==> src/sv/base64_stream_encoder_top_macros.svh <==
// Assertion helpers used by the encoder's command queue.
`ifndef BASE64_STREAM_ENCODER_TOP_MACROS_SVH
`define BASE64_STREAM_ENCODER_TOP_MACROS_SVH

// Same-cycle implication, disabled while reset is held.
`define B64E_ASSERT_IMPL(label, clk, rst_n, ante, cons) \
    label: assert property (@(posedge clk) disable iff (!(rst_n)) (ante) |-> (cons)) \
        else $error("b64e assertion failed");

// Next-cycle implication, disabled while reset is held.
`define B64E_ASSERT_NEXT(label, clk, rst_n, ante, cons) \
    label: assert property (@(posedge clk) disable iff (!(rst_n)) (ante) |=> (cons)) \
        else $error("b64e assertion failed");

`endif

==> src/sv/b64e_pkg.sv <==
`default_nettype none

package b64e_pkg;

    localparam int unsigned QUEUE_DEPTH = 2;

    localparam logic [7:0] PAD_CHAR   = 8'h3D;
    localparam logic [7:0] CHAR_UPPER = 8'h41;
    localparam logic [7:0] CHAR_LOWER = 8'h61;
    localparam logic [7:0] CHAR_DIGIT = 8'h30;
    localparam logic [7:0] CHAR_PLUS  = 8'h2B;
    localparam logic [7:0] CHAR_SLASH = 8'h2F;

    typedef struct packed {
        logic [7:0] data_byte;
        logic       end_of_message;
    } t_in_item;

    typedef struct packed {
        logic [7:0] out_char;
        logic       out_last;
    } t_out_item;

    // One output character slot: a six-bit alphabet index or padding
    typedef struct packed {
        logic       is_pad;
        logic [5:0] idx;
    } t_sym;

    // Work for the back end: up to four characters from one input byte
    typedef struct packed {
        logic [1:0]      cnt_m1;
        logic            eom;
        t_sym [3:0]      syms;
    } t_cmd;

    // Position of a byte within its three-byte group
    typedef enum logic [2:0] {
        PH_0 = 3'b001,
        PH_1 = 3'b010,
        PH_2 = 3'b100
    } t_phase;

    // Map a six-bit value onto the standard base64 alphabet
    function automatic logic [7:0] sym_char(input logic [5:0] idx);
        logic [7:0] v;
        logic [7:0] c;
        v = {2'b00, idx};
        case (idx) inside
            [6'd0:6'd25]:  c = CHAR_UPPER + v;
            [6'd26:6'd51]: c = CHAR_LOWER + v - 8'd26;
            [6'd52:6'd61]: c = CHAR_DIGIT + v - 8'd52;
            6'd62:         c = CHAR_PLUS;
            default:       c = CHAR_SLASH;
        endcase
        return c;
    endfunction

endpackage

`default_nettype wire

==> src/sv/b64e_front.sv <==
`default_nettype none

module b64e_front (
    input  wire                logic i_clk,
    input  wire                logic i_rst_n,
    input  wire                logic i_valid,
    input  b64e_pkg::t_in_item       i_item,
    input  wire                logic i_q_full,
    output logic                     o_stall,
    output logic                     o_push,
    output b64e_pkg::t_cmd           o_cmd
);

    b64e_pkg::t_phase r_phase, n_phase;
    logic [3:0]       r_left,  n_left;
    logic             accept;
    logic [7:0]       b;

    assign o_stall = i_q_full;
    assign accept  = i_valid && !i_q_full;
    assign o_push  = accept;
    assign b       = i_item.data_byte;

    // Classify the byte into the characters it completes
    always_comb begin
        o_cmd     = '0;
        o_cmd.eom = i_item.end_of_message;
        n_phase   = b64e_pkg::PH_0;
        n_left    = 4'd0;
        case (r_phase)
            b64e_pkg::PH_1: begin
                o_cmd.syms[0].idx = {r_left[1:0], b[7:4]};
                if (i_item.end_of_message) begin
                    o_cmd.cnt_m1         = 2'd2;
                    o_cmd.syms[1].idx    = {b[3:0], 2'b00};
                    o_cmd.syms[2].is_pad = 1'b1;
                end else begin
                    o_cmd.cnt_m1 = 2'd0;
                    n_left       = b[3:0];
                    n_phase      = b64e_pkg::PH_2;
                end
            end
            b64e_pkg::PH_2: begin
                o_cmd.cnt_m1      = 2'd1;
                o_cmd.syms[0].idx = {r_left, b[7:6]};
                o_cmd.syms[1].idx = b[5:0];
            end
            default: begin
                o_cmd.syms[0].idx = b[7:2];
                if (i_item.end_of_message) begin
                    o_cmd.cnt_m1         = 2'd3;
                    o_cmd.syms[1].idx    = {b[1:0], 4'b0000};
                    o_cmd.syms[2].is_pad = 1'b1;
                    o_cmd.syms[3].is_pad = 1'b1;
                end else begin
                    o_cmd.cnt_m1 = 2'd0;
                    n_left       = {2'b00, b[1:0]};
                    n_phase      = b64e_pkg::PH_1;
                end
            end
        endcase
    end

    // Advance group position on each accepted item
    always_ff @(posedge i_clk) begin
        if (!i_rst_n) begin
            r_phase <= b64e_pkg::PH_0;
            r_left  <= 4'd0;
        end else if (accept) begin
            r_phase <= n_phase;
            r_left  <= n_left;
        end
    end

endmodule

`default_nettype wire

==> src/sv/b64e_queue.sv <==
`default_nettype none

`include "base64_stream_encoder_top_macros.svh"

module b64e_queue #(
    parameter int unsigned DEPTH = b64e_pkg::QUEUE_DEPTH
) (
    input  wire            logic i_clk,
    input  wire            logic i_rst_n,
    input  wire            logic i_push,
    input  b64e_pkg::t_cmd       i_cmd,
    output logic                 o_full,
    input  wire            logic i_pop,
    output logic                 o_valid,
    output b64e_pkg::t_cmd       o_head
);

    localparam int unsigned PW = (DEPTH > 1) ? $clog2(DEPTH) : 1;
    localparam int unsigned CW = $clog2(DEPTH + 1);
    localparam logic [PW-1:0] LAST_PTR = PW'(DEPTH - 1);
    localparam logic [CW-1:0] FULL_CNT = CW'(DEPTH);

    b64e_pkg::t_cmd  r_mem [DEPTH];
    logic [PW-1:0]   r_wr_ptr, n_wr_ptr;
    logic [PW-1:0]   r_rd_ptr, n_rd_ptr;
    logic [CW-1:0]   r_count,  n_count;

    assign o_full  = (r_count == FULL_CNT);
    assign o_valid = (r_count != '0);
    assign o_head  = r_mem[r_rd_ptr];

    // Wrap pointers and track fill level
    always_comb begin
        n_wr_ptr = r_wr_ptr;
        n_rd_ptr = r_rd_ptr;
        n_count  = r_count;
        if (i_push) begin
            n_wr_ptr = (r_wr_ptr == LAST_PTR) ? '0 : r_wr_ptr + 1'b1;
        end
        if (i_pop) begin
            n_rd_ptr = (r_rd_ptr == LAST_PTR) ? '0 : r_rd_ptr + 1'b1;
        end
        if (i_push && !i_pop) begin
            n_count = r_count + 1'b1;
        end else if (!i_push && i_pop) begin
            n_count = r_count - 1'b1;
        end
    end

    always_ff @(posedge i_clk) begin
        if (!i_rst_n) begin
            r_wr_ptr <= '0;
            r_rd_ptr <= '0;
            r_count  <= '0;
        end else begin
            r_wr_ptr <= n_wr_ptr;
            r_rd_ptr <= n_rd_ptr;
            r_count  <= n_count;
        end
    end

    // Store pushed commands
    always_ff @(posedge i_clk) begin
        if (i_push) begin
            r_mem[r_wr_ptr] <= i_cmd;
        end
    end

    `B64E_ASSERT_IMPL(a_no_overflow, i_clk, i_rst_n, i_push, !o_full)
    `B64E_ASSERT_IMPL(a_no_underflow, i_clk, i_rst_n, i_pop, o_valid)
    `B64E_ASSERT_NEXT(a_count_tracks, i_clk, i_rst_n, i_push && !i_pop, r_count == $past(r_count) + 1'b1)

endmodule

`default_nettype wire

==> src/sv/b64e_back.sv <==
`default_nettype none

module b64e_back (
    input  wire             logic i_clk,
    input  wire             logic i_rst_n,
    input  wire             logic i_q_valid,
    input  b64e_pkg::t_cmd        i_head,
    output logic                  o_pop,
    output logic                  o_valid,
    input  wire             logic i_stall,
    output b64e_pkg::t_out_item   o_item
);

    logic [1:0]     r_idx, n_idx;
    logic           r_valid;
    logic [7:0]     r_char;
    logic           r_last;
    logic           load;
    logic           at_end;
    b64e_pkg::t_sym cur;

    assign load   = i_q_valid && (!r_valid || !i_stall);
    assign at_end = (r_idx == i_head.cnt_m1);
    assign o_pop  = load && at_end;
    assign cur    = i_head.syms[r_idx];
    assign n_idx  = at_end ? 2'd0 : r_idx + 2'd1;

    assign o_valid         = r_valid;
    assign o_item.out_char = r_char;
    assign o_item.out_last = r_last;

    // Step through the head command's characters
    always_ff @(posedge i_clk) begin
        if (!i_rst_n) begin
            r_idx   <= 2'd0;
            r_valid <= 1'b0;
        end else if (load) begin
            r_idx   <= n_idx;
            r_valid <= 1'b1;
        end else if (!i_stall) begin
            r_valid <= 1'b0;
        end
    end

    // Hold the output character until taken
    always_ff @(posedge i_clk) begin
        if (load) begin
            r_char <= cur.is_pad ? b64e_pkg::PAD_CHAR : b64e_pkg::sym_char(cur.idx);
            r_last <= i_head.eom && at_end;
        end
    end

endmodule

`default_nettype wire

==> src/sv/base64_stream_encoder_top.sv <==
//  channel | valid   | stall   | payload  | item
//  --------+---------+---------+----------+--------------------------------
//  input   | i_valid | o_stall | i_item   | one message byte + end flag
//  output  | o_valid | i_stall | o_item   | one base64 character + last flag
//
//  The front accepts one byte per cycle while the command queue has room.
//  The back emits one character per cycle from its output register while i_stall
//  is low; a byte yields 1 to 4 characters (2 for the third byte of a group,
//  4 at most when the message ends at group start).
//  An accepted byte passes through the command queue and then the output register.
//  Synchronous active-low reset clears group position, queue and output valid.
//  Output stall holds the character; input stall rises only when the queue fills.
`default_nettype none

module base64_stream_encoder_top #(
    parameter int unsigned QUEUE_DEPTH = b64e_pkg::QUEUE_DEPTH
) (
    input  wire                 logic i_clk,
    input  wire                 logic i_rst_n,
    input  wire                 logic i_valid,
    output logic                      o_stall,
    input  b64e_pkg::t_in_item        i_item,
    output logic                      o_valid,
    input  wire                 logic i_stall,
    output b64e_pkg::t_out_item       o_item
);

    logic           push;
    logic           q_full;
    logic           q_valid;
    logic           pop;
    b64e_pkg::t_cmd cmd;
    b64e_pkg::t_cmd head;

    b64e_front u_front (
        .i_clk   (i_clk),
        .i_rst_n (i_rst_n),
        .i_valid (i_valid),
        .i_item  (i_item),
        .i_q_full(q_full),
        .o_stall (o_stall),
        .o_push  (push),
        .o_cmd   (cmd)
    );

    b64e_queue #(
        .DEPTH(QUEUE_DEPTH)
    ) u_queue (
        .i_clk   (i_clk),
        .i_rst_n (i_rst_n),
        .i_push  (push),
        .i_cmd   (cmd),
        .o_full  (q_full),
        .i_pop   (pop),
        .o_valid (q_valid),
        .o_head  (head)
    );

    b64e_back u_back (
        .i_clk    (i_clk),
        .i_rst_n  (i_rst_n),
        .i_q_valid(q_valid),
        .i_head   (head),
        .o_pop    (pop),
        .o_valid  (o_valid),
        .i_stall  (i_stall),
        .o_item   (o_item)
    );

endmodule

`default_nettype wire

==> config.mk <==
export PLATFORM = sky130hd
export DESIGN_NAME = base64_stream_encoder_top
export DESIGN_NICKNAME = d
export VERILOG_FILES = /design/src/sv/b64e_pkg.sv /design/src/sv/b64e_front.sv /design/src/sv/b64e_queue.sv /design/src/sv/b64e_back.sv /design/src/sv/base64_stream_encoder_top.sv
export VERILOG_INCLUDE_DIRS = /design/src /design/src/sv
export SDC_FILE = /design/constraint.sdc
export NUM_CORES = 1
export LEC_CHECK = 0
export ABC_AREA = 1
export ABC_CLOCK_PERIOD_IN_PS = 5600
export BUFFER_PORTS_ARGS = -buffer_cell sky130_fd_sc_hd__clkbuf_2
export CAP_MARGIN = 5
export CORE_MARGIN = 3
export CORE_UTILIZATION = 50
export DETAILED_ROUTE_END_ITERATION = 10
export PLACE_DENSITY = 0.68
export SLEW_MARGIN = 20
export SYNTH_ARGS = -nofsm -noshare
export SYNTH_HDL_FRONTEND = slang
export SYNTH_SLANG_ARGS = --single-unit
==> constraint.sdc <==
create_clock -name i_clk -period 5.6 [get_ports i_clk]
set_clock_uncertainty 0.2 [all_clocks]
set_input_delay 0.56 -clock i_clk [delete_from_list [all_inputs] [get_ports i_clk]]
set_output_delay 0.56 -clock i_clk [all_outputs]
set_load 0.02 [all_outputs]
Word level (Yosys, flattened, before mapping)
Memories as Yosys holds them, arrays and structs flattened. A register that Yosys moved wholly into a read port is not among the register bits.
Index checks and enable logic that the tools add are counted.
{"block": "word_totals", "in_bits": 13, "mem_bits_rw": 34, "n_memories": 1, "output_inout_bits": 11, "register_bits": 23, "wordCells": 84}
{"block": "op_classes", "eq_ne": 6, "n_mux": 33, "magnitude_cmp": 7, "addsub": 10, "n_reduce_logical": 18}
{"memory": "u_queue.r_mem", "depth": 2, "word_bits": 17, "read_ports": 1, "rd_clocked_by_memory_dff": 1, "wr": 1, "line_no": "b64e_queue.sv:23", "text": "b64e_pkg::t_cmd r_mem [DEPTH];"}
{"op": "2-to-1 mux 8 bit", "n": 3}
{"op": "one-hot mux 6 bit (2 select lines)", "n": 2}
{"op": "adder 7 x 6 -> 8 bit, first input constant", "n": 2}
{"op": "binary-select mux 7 bit (select 2 bit)", "n": 1}
{"op": "2-to-1 mux 2 bit", "n": 7}
{"op": "<= comparator 6 bit, second input constant", "n": 2}
{"op": "2-to-1 mux 6 bit", "n": 2}
{"op": "2-to-1 mux 1 bit", "n": 11}
{"op": "logical AND 1 bit", "n": 9}
{"op": "one-hot mux 4 bit (2 select lines)", "n": 1}
{"op": "subtractor 8 x 5 -> 8 bit, second input constant", "n": 1}
{"op": "subtractor 8 x 6 -> 8 bit, second input constant", "n": 1}
{"op": "adder 6 x 6 -> 7 bit, first input constant", "n": 1}
{"op": "2-to-1 mux 7 bit", "n": 1}
{"op": "== test 6 bit, second input constant", "n": 1}
{"op": "greater-or-equal comparator 6 x 1 -> 1 bit, second input constant", "n": 1}
{"op": "greater-or-equal comparator 6 x 5 -> 1 bit, second input constant", "n": 1}
{"op": "greater-or-equal comparator 6 bit, second input constant", "n": 1}
{"op": "<= comparator 6 x 5 -> 1 bit, second input constant", "n": 1}
{"op": "2-to-1 mux 3 bit", "n": 2}
{"op": "one-hot mux 3 bit (2 select lines)", "n": 1}
{"op": "zero test 1 bit", "n": 5}
{"op": "adder 2 x 1 -> 2 bit, second input constant", "n": 2}
{"op": "2-to-1 mux 4 bit", "n": 1}
{"op": "other kinds (12)", "n": 14}

Logic depth before layout (Yosys ltp)
Gate-level depths: netlist (run 1).
{"block": "depth", "depth_word": 7, "ltp_mapped": 19, "mapped_depth_nobuf": 18}

Modules after synthesis
From an unflattened synthesis (run 1), not the netlist that was laid out.
{"block": "unflattened", "cells_unflattened": 444, "area_unflattened_um2": 4584.4}
{"module": "b64e_queue", "cells_each": 131, "seq_area_each_um2": 1961.9, "area_each_um2": 2472.4, "n_inst": 1}
{"module": "b64e_back", "cells_each": 188, "seq_area_each_um2": 330.3, "area_each_um2": 1387.6, "n_inst": 1}
{"module": "b64e_front", "cells_each": 125, "seq_area_each_um2": 140.1, "area_each_um2": 724.4, "n_inst": 1}

Worst setup path before layout (run 1)
No wires, ideal clock.
{"block": "synth_timing", "kind": "register to register", "from": "reg (tool-made name)", "to": "reg u_back.r_char[2], data pin", "t_required_ps": 5139, "setup_ps": 261, "arrival_time_ps": 1978, "path_stages_with_launch": 19, "path_slack_ps": 3161, "path_buffers": 2, "synth_period_minus_slack_ps": 2439, "path_cell_list": "dfxtp_1 > buf_6 > inv_6 > buf_6 > nand2_1 > nand3_1 > nand2_2 > nor2_2 > inv_1 > ha_1 > nand2_1 > a21boi_0 > nand2_1 > inv_1 > a21oi_1 > a21oi_1 > nand2_1 > nand3_1 > nand3_1"}
{"element": "end signal, assigned", "line_no": "b64e_back.sv:48", "text": "r_char <= cur.is_pad ? b64e_pkg::PAD_CHAR : b64e_pkg::sym_char(cur.idx);"}
{"element": "end, declared", "line_no": "b64e_back.sv:16", "text": "logic [7:0] r_char;"}

==> metrics.yaml, run 1 <==
status:
  outcome: "finished clean"
cells_and_area:
  drive_above_1_share_pct: 20.1
  nNetsFinal: 419
  layout_common_cells: "nand2_1, edfxtp_1, inv_1"
  seq_area_um2: 1590
  fill_cells: 534
  num_antenna_cells: 0
  areaGrowthSynthToFinish_pct: 11.5
  final_util_pct: 59.6
  final_common_cell: "nand2_1"
  multiInputGateArea_um2: 1410
logic_synthesis:
  synth-edff-count: 43
  yosys_warnings: 0
  synth-main-ff-cell: "edfxtp_1"
  async_flop_share_pct: 0
  syn_nets: 391
  yosysSeqAreaShare_pct: 48.6
  synth.area.top_cells: "edfxtp_1, nand2_1, dfxtp_1"
  ys_ff_latch: 58
  synth_area_um2: 3280
  yosysTopAreaCell: "edfxtp_1"
  synth_top_area_share_pct: 39.4
  netlist-cell-type-count: 37
  synth_area_per_cell_um2: 8.97
  synthCells: 365
timing:
  hold_viol: 0
  fin_crit_ps: 3050
  fmax_ghz: 0.328
  finalSetupViolations: 0
  fin_crit_sh_pct: 54.4
  slew_headroom_pct: 51.2
  tightest_slew_ps: 727
  grt_setup_unrepaired: "no"
  tns_ps: 0
  maxSlewViolCount: 0
job:
  max-cap-violations: 0
power_and_ir_drop:
  power_mw: 2.43
  ir_worst_vdd_mv: 0.370
  power.leakage_nw: 1.58
  power_frac_comb_pct: 55.4
  pwr-share-seq_pct: 27.6
  p_switching_mw: 1.11
  pwr_density_cell_nw_per_um2: 664
  clkPwrFrac_pct: 17.0
  p_int_mw: 1.31
  swShare_pct: 45.9
setup_path:
  worstPathRequired_ps: 5470
  worstPathCellList: "inv_6, nand2_1, nand3_1, nand3_2, inv_1, ha_1, nand2_1, inv_1, nand3_1, nand2_1, inv_1, a21oi_1, a21oi_1, nand2_1, nand3_1, nand3_1"
  crit_family: "simple AND/OR/NAND/NOR gates"
  start_kind: "flop"
  worst-path-buf-inv: 4
  arrival_ps: 2920
  cp_max_fo: 19
  r2r_cells: 16
  worst_path_max_delay_cell: "dfxtp_1"
  end_kind: "flop"
  cp_num_cells: 16
  max_stage_delay_ps: 740
  critPathKind: "flop to flop"
floorplan:
  ios: 24
  dieArea_um2: 7560
  die_w_um: 86.9
  initial_core_util_pct: 53.4
  dieHeight_um: 86.9
  rows: 28
  core_um2: 6130
cts:
  cts.sinks: 58
  cts-htree-levels: 3
  cts-root-buf: "clkbuf_8"
  clk_latency_ps: 320
  cts_tree: "done"
  post_cts_resize_count: 0
  cts_setup_buffers: 0
  clk_pin_slew_ps: 60
  clockBufferDepth: 2
  cts_buffers: 9
  hold_buffers: 0
global_routing:
  grt_util_all_layers_pct: 19.1
  grt_pass1_wl_mm: 11.1
  grt_pass1_vias: 2489
  grt_antenna_before_repair: 0
  grt.overflow.total: 0
  grt_max_degree: 20
detailed_routing:
  vias: 2497
  first_iter_violations: 130
  drtPass1Iterations: 4
  vias_per_cell: 5.28
  wl_mm: 6.41
  wl_per_cell_um: 13.6
  route.detailed.drc: 0
  drtAntennaViolNets: 0
placement:
  port_buffers: 23
  place_hpwl_mm: 5.01
  gp_congestion: 0.966
hold_path:
  hold_class: "flop to flop"
  hold_depth: 2
final cells by class:
class / count / share of cell area, %
Clock buffer: 13 / 4.93
Multi-Input combinational cell: 247 / 38.5
Inverter: 52 / 5.62
Timing Repair Buffer: 25 / 3.56
Sequential cell: 58 / 43.6
Clock inverter: 3 / 1.20
Tap cell: 75 / 2.57
cells in the mapped netlist, types with 3 or more instances:
cell / number
nand2_4: 3
ha_1: 13
nand2_2: 9
o21ai_0: 11
inv_1: 42
dfxtp_1: 15
nor3_1: 3
nand4_1: 5
nand2_1: 85
xnor2_1: 3
edfxtp_1: 43
nand3_2: 9
a21oi_1: 17
nand3_1: 28
xor2_1: 7
nor2_1: 27
buf_6: 5
inv_2: 6
o221ai_1: 8
stage by stage:
stage                     setup WS (ps)  hold WS, ps  cell area (µm²)  instances
final                              2550          260             3650        473
after global routing               2270          280             3650        473
after CTS                          2580          266             3650        473
after detailed placement           2610          256             3430        457
after global placement             2620          254             3430        457
after floorplan                    3160          237             3280        365
worst reg2reg max path, cell delays in order, from the launching register on:
cell and delay, ps:
dfxtp_1 740, inv_6 140, nand2_1 100, nand3_1 80, nand3_2 220, inv_1 170, ha_1 240, nand2_1 70
inv_1 60, nand3_1 70, nand2_1 120, inv_1 180, a21oi_1 60, a21oi_1 130, nand2_1 70, nand3_1 80
nand3_1 70
sequential cells by signal (all words and copies together) (netlist names), named ones only:
register and cells:
u_queue.r_mem 34, u_back.r_last 1, u_queue.r_count 2, u_front.r_phase 3
u_back.r_idx 2, u_front.r_left 4, u_queue.r_rd_ptr 1, u_back.o_valid 1
u_queue.r_wr_ptr 1, u_back.r_char 8
path summary, 6_finish.rpt:
path                                   startpoint           endpoint  slack (ps)
worst max register to register               flop   u_back.r_char[2]        2550
worst max-delay path                         flop   u_back.r_char[2]        2550
worst min register to register  u_front.r_left[1]  u_front.r_left[1]         260
worst min-delay path            u_front.r_left[1]  u_front.r_left[1]         260
cells by family (layout without fill, tap and decap cells):
logic type               Yosys count  after routing  share of synthesized area, %
AO/OA/AOI/OAI                     48             48                          9.09
flip-flops                        58             58                          48.6
adder cells (fa/ha/maj)           13             13                          4.97
AND/OR/NAND/NOR                  176            176                          26.2
buffers and inverters             60             93                          8.44
XOR/XNOR                          10             10                          2.67
metal layers:
metal	vias up	global-route usage [%]	part of all wire (%)
met2	61	33.3	51
li1	1278	-	-
met3	16	5.30	3.5
met4	0	9.21	2.3
met1	1142	21.3	43
met5	-	0	0
power groups by stage:
stage	clock [mW]	sequential (mW)	combinational, mW
finish	0.412	0.670	1.34
global route	0.446	0.682	1.53
CTS	0.422	0.672	1.35
detailed placement	0	0.680	1.34
global placement	0	0.680	1.33
floorplan	0	0.695	1.07
Power figures use the tool's default switching activity.
==> inputs of run 2 (changes only) <==
--- a/config.mk
+++ b/config.mk
@@ -7,7 +7,7 @@
 export NUM_CORES = 1
 export LEC_CHECK = 0
 export ABC_AREA = 1
-export ABC_CLOCK_PERIOD_IN_PS = 5600
+export ABC_CLOCK_PERIOD_IN_PS = 3000
 export BUFFER_PORTS_ARGS = -buffer_cell sky130_fd_sc_hd__clkbuf_2
 export CAP_MARGIN = 5
 export CORE_MARGIN = 3
==> constraint.sdc (replaced) <==
create_clock -name i_clk -period 3 [get_ports i_clk]
set_clock_uncertainty 0.2 [all_clocks]
set_input_delay 0.3 -clock i_clk [delete_from_list [all_inputs] [get_ports i_clk]]
set_output_delay 0.3 -clock i_clk [all_outputs]
set_load 0.02 [all_outputs]
==> metrics.yaml, run 2 (same netlist as run 1, synthesis figures left out) <==
timing:
  finalSetupViolations: 0  # unchanged
  tightest_slew_ps: 503  # was 727 ps
  tns_ps: 0  # unchanged
  fin_crit_sh_pct: 90.6  # was 54.4%
  grt_setup_unrepaired: "no"  # unchanged
  maxSlewViolCount: 0  # unchanged
  slew_headroom_pct: 66.4  # was 51.2%
  fin_crit_ps: 2720  # was 3050 ps
  fmax_ghz: 0.368  # was 0.328 GHz
  setup_slack_ps: 281  # was 2550 ps
  hold_viol: 0  # unchanged
detailed_routing:
  route.detailed.drc: 0  # unchanged
  drtAntennaViolNets: 0  # unchanged
  vias: 2551  # was 2497
  wl_mm: 6.92  # was 6.41 mm
  vias_per_cell: 5.35  # was 5.28
  first_iter_violations: 144  # was 130
  drtPass1Iterations: 4  # unchanged
  wl_per_cell_um: 14.5  # was 13.6 µm
cells_and_area:
  nNetsFinal: 423  # was 419
  seq_area_um2: 1590  # about the same
  multiInputGateArea_um2: 1410  # about the same
  final_common_cell: "nand2_1"  # unchanged
  largest_register_ffs: 34  # unchanged
  reg_top3: "u_queue.r_mem x34, u_back.r_char x8, u_front.r_left x4"  # unchanged
  layout_common_cells: "nand2_1, edfxtp_1, inv_1"  # unchanged
  areaGrowthSynthToFinish_pct: 12.5  # was 11.5%
  drive_above_1_share_pct: 21.6  # was 20.1%
  largest_register: "u_queue.r_mem"  # unchanged
  num_antenna_cells: 0  # unchanged
  fill_cells: 526  # was 534
power_and_ir_drop:
  pwr-share-seq_pct: 26.8  # was 27.6%
  swShare_pct: 46.7  # was 45.9%
  power.leakage_nw: 1.59  # was 1.58 nW
  ir_worst_vdd_mv: 0.781  # was 0.370 mV
  p_switching_mw: 2.15  # was 1.11 mW
  clkPwrFrac_pct: 16.6  # was 17.0%
  pwr_density_cell_nw_per_um2: 1250  # was 664 nW/µm²
  p_int_mw: 2.46  # was 1.31 mW
  power_frac_comb_pct: 56.7  # was 55.4%
job:
  max-cap-violations: 0  # unchanged
placement:
  pre_cts_slack_ps: 177  # was 2610 ps
  gp_congestion: 0.990  # was 0.966
  port_buffers: 23  # unchanged
  place_hpwl_mm: 5.13  # was 5.01 mm
cts:
  cts-htree-levels: 3  # unchanged
  cts-root-buf: "clkbuf_8"  # unchanged
  clk_latency_ps: 330  # was 320 ps
  cts_setup_buffers: 0  # unchanged
  cts_tree: "done"  # unchanged
  clockBufferDepth: 2  # unchanged
  hold_buffers: 0  # unchanged
  post_cts_resize_count: 0  # unchanged
  cts.sinks: 58  # unchanged
  cts_buffers: 9  # unchanged
  clk_pin_slew_ps: 70  # was 60 ps
setup_path:
  arrival_ps: 2600  # was 2920 ps
  start_kind: "flop"  # unchanged
  worstPathRequired_ps: 2880  # was 5470 ps
  critPathKind: "flop to flop"  # unchanged
  cp_max_fo: 16  # was 19
  end_kind: "flop"  # unchanged
global_routing:
  grt.overflow.total: 0  # unchanged
  grt_pass1_vias: 2568  # was 2489
  grt_antenna_before_repair: 0  # unchanged
  grtUsageMet3_pct: 4.16  # was 5.30%
  use_met2_pct: 33.2  # was 33.3%
  met1_usage_pct: 24.6  # was 21.3%
  grt_max_degree: 19  # was 20
  top_usage_layer: "met2"  # unchanged
  grt_pass1_wl_mm: 11.9  # was 11.1 mm
  grt_util_all_layers_pct: 20.1  # was 19.1%
floorplan:
  dieArea_um2: 7560  # unchanged
  dieHeight_um: 86.9  # unchanged
  rows: 28  # unchanged
  core_um2: 6130  # unchanged
  initial_core_util_pct: 53.4  # unchanged
  ios: 24  # unchanged
  die_w_um: 86.9  # unchanged
status:
  outcome: "finished clean"  # unchanged
hold_path:
  hold_class: "input port to flop"  # was flop to flop
==> run 2: routing by layer <==
layer  routed length, µm  part of all wire, %
met5                   0                    0
met4                 262                  3.8
met1                2950                   43
met2                3370                   49
met3                 335                  4.8
==> run 2: worst paths after layout <==
path                          start           endpoint  slack (ps)  cells past startpoint
hold reg to reg   u_front.r_left[1]  u_front.r_left[1]         260                      2
hold / removal              i_stall     u_back.o_valid          20                      3
setup / recovery               flop   u_back.r_char[2]         280                     17
setup reg to reg               flop   u_back.r_char[2]         280                     17
==> run 2: power by group through the flow <==
| stage | logic (mW) | registers [mW] | clock network [mW] |
|---|---|---|---|
| after detailed placement | 2.56 | 1.25 | 0 |
| after CTS | 2.58 | 1.23 | 0.771 |
| final | 2.61 | 1.23 | 0.764 |
| after floorplan | 2.00 | 1.30 | 0 |
| after global placement | 2.55 | 1.25 | 0 |
| after global routing | 2.92 | 1.26 | 0.807 |
==> run 2: stage by stage <==
stage / total power, mW / hold WS [ps] / area [µm²] / instances / util (%)
after CTS: 4.59 / 10.5 / 3680 / 477 / 60.0
after detailed placement: 3.81 / 255 / 3460 / 461 / 56.4
final: 4.61 / 19.0 / 3680 / 477 / 60.1
after floorplan: 3.29 / 199 / 3280 / 365 / -
after global placement: 3.79 / 250 / 3460 / 461 / 56.4
after global routing: 4.99 / 35.8 / 3680 / 477 / 60.1
==> run 2: cell type report <==
class | instances | area share, %
Tap cell | 75 | 2.55
Clock inverter | 2 | 0.374
Inverter | 52 | 5.57
Multi-Input combinational cell | 247 | 38.3
Sequential cell | 58 | 43.2
Timing Repair Buffer | 29 | 4.45
Clock buffer | 14 | 5.57
==> run 2: critical path, stage by stage (launching register included) <==
cell,delay [ps]
dfxtp_1,400
buf_4,160
inv_6,60
nand2_1,60
nand3_1,80
nand2_2,100
nor2_2,70
inv_1,190
ha_2,250
nand2_1,60
a21boi_0,180
nand2_1,150
inv_2,150
a21oi_1,50
a21oi_1,120
nand2_1,60
nand3_1,70
nand3_1,70
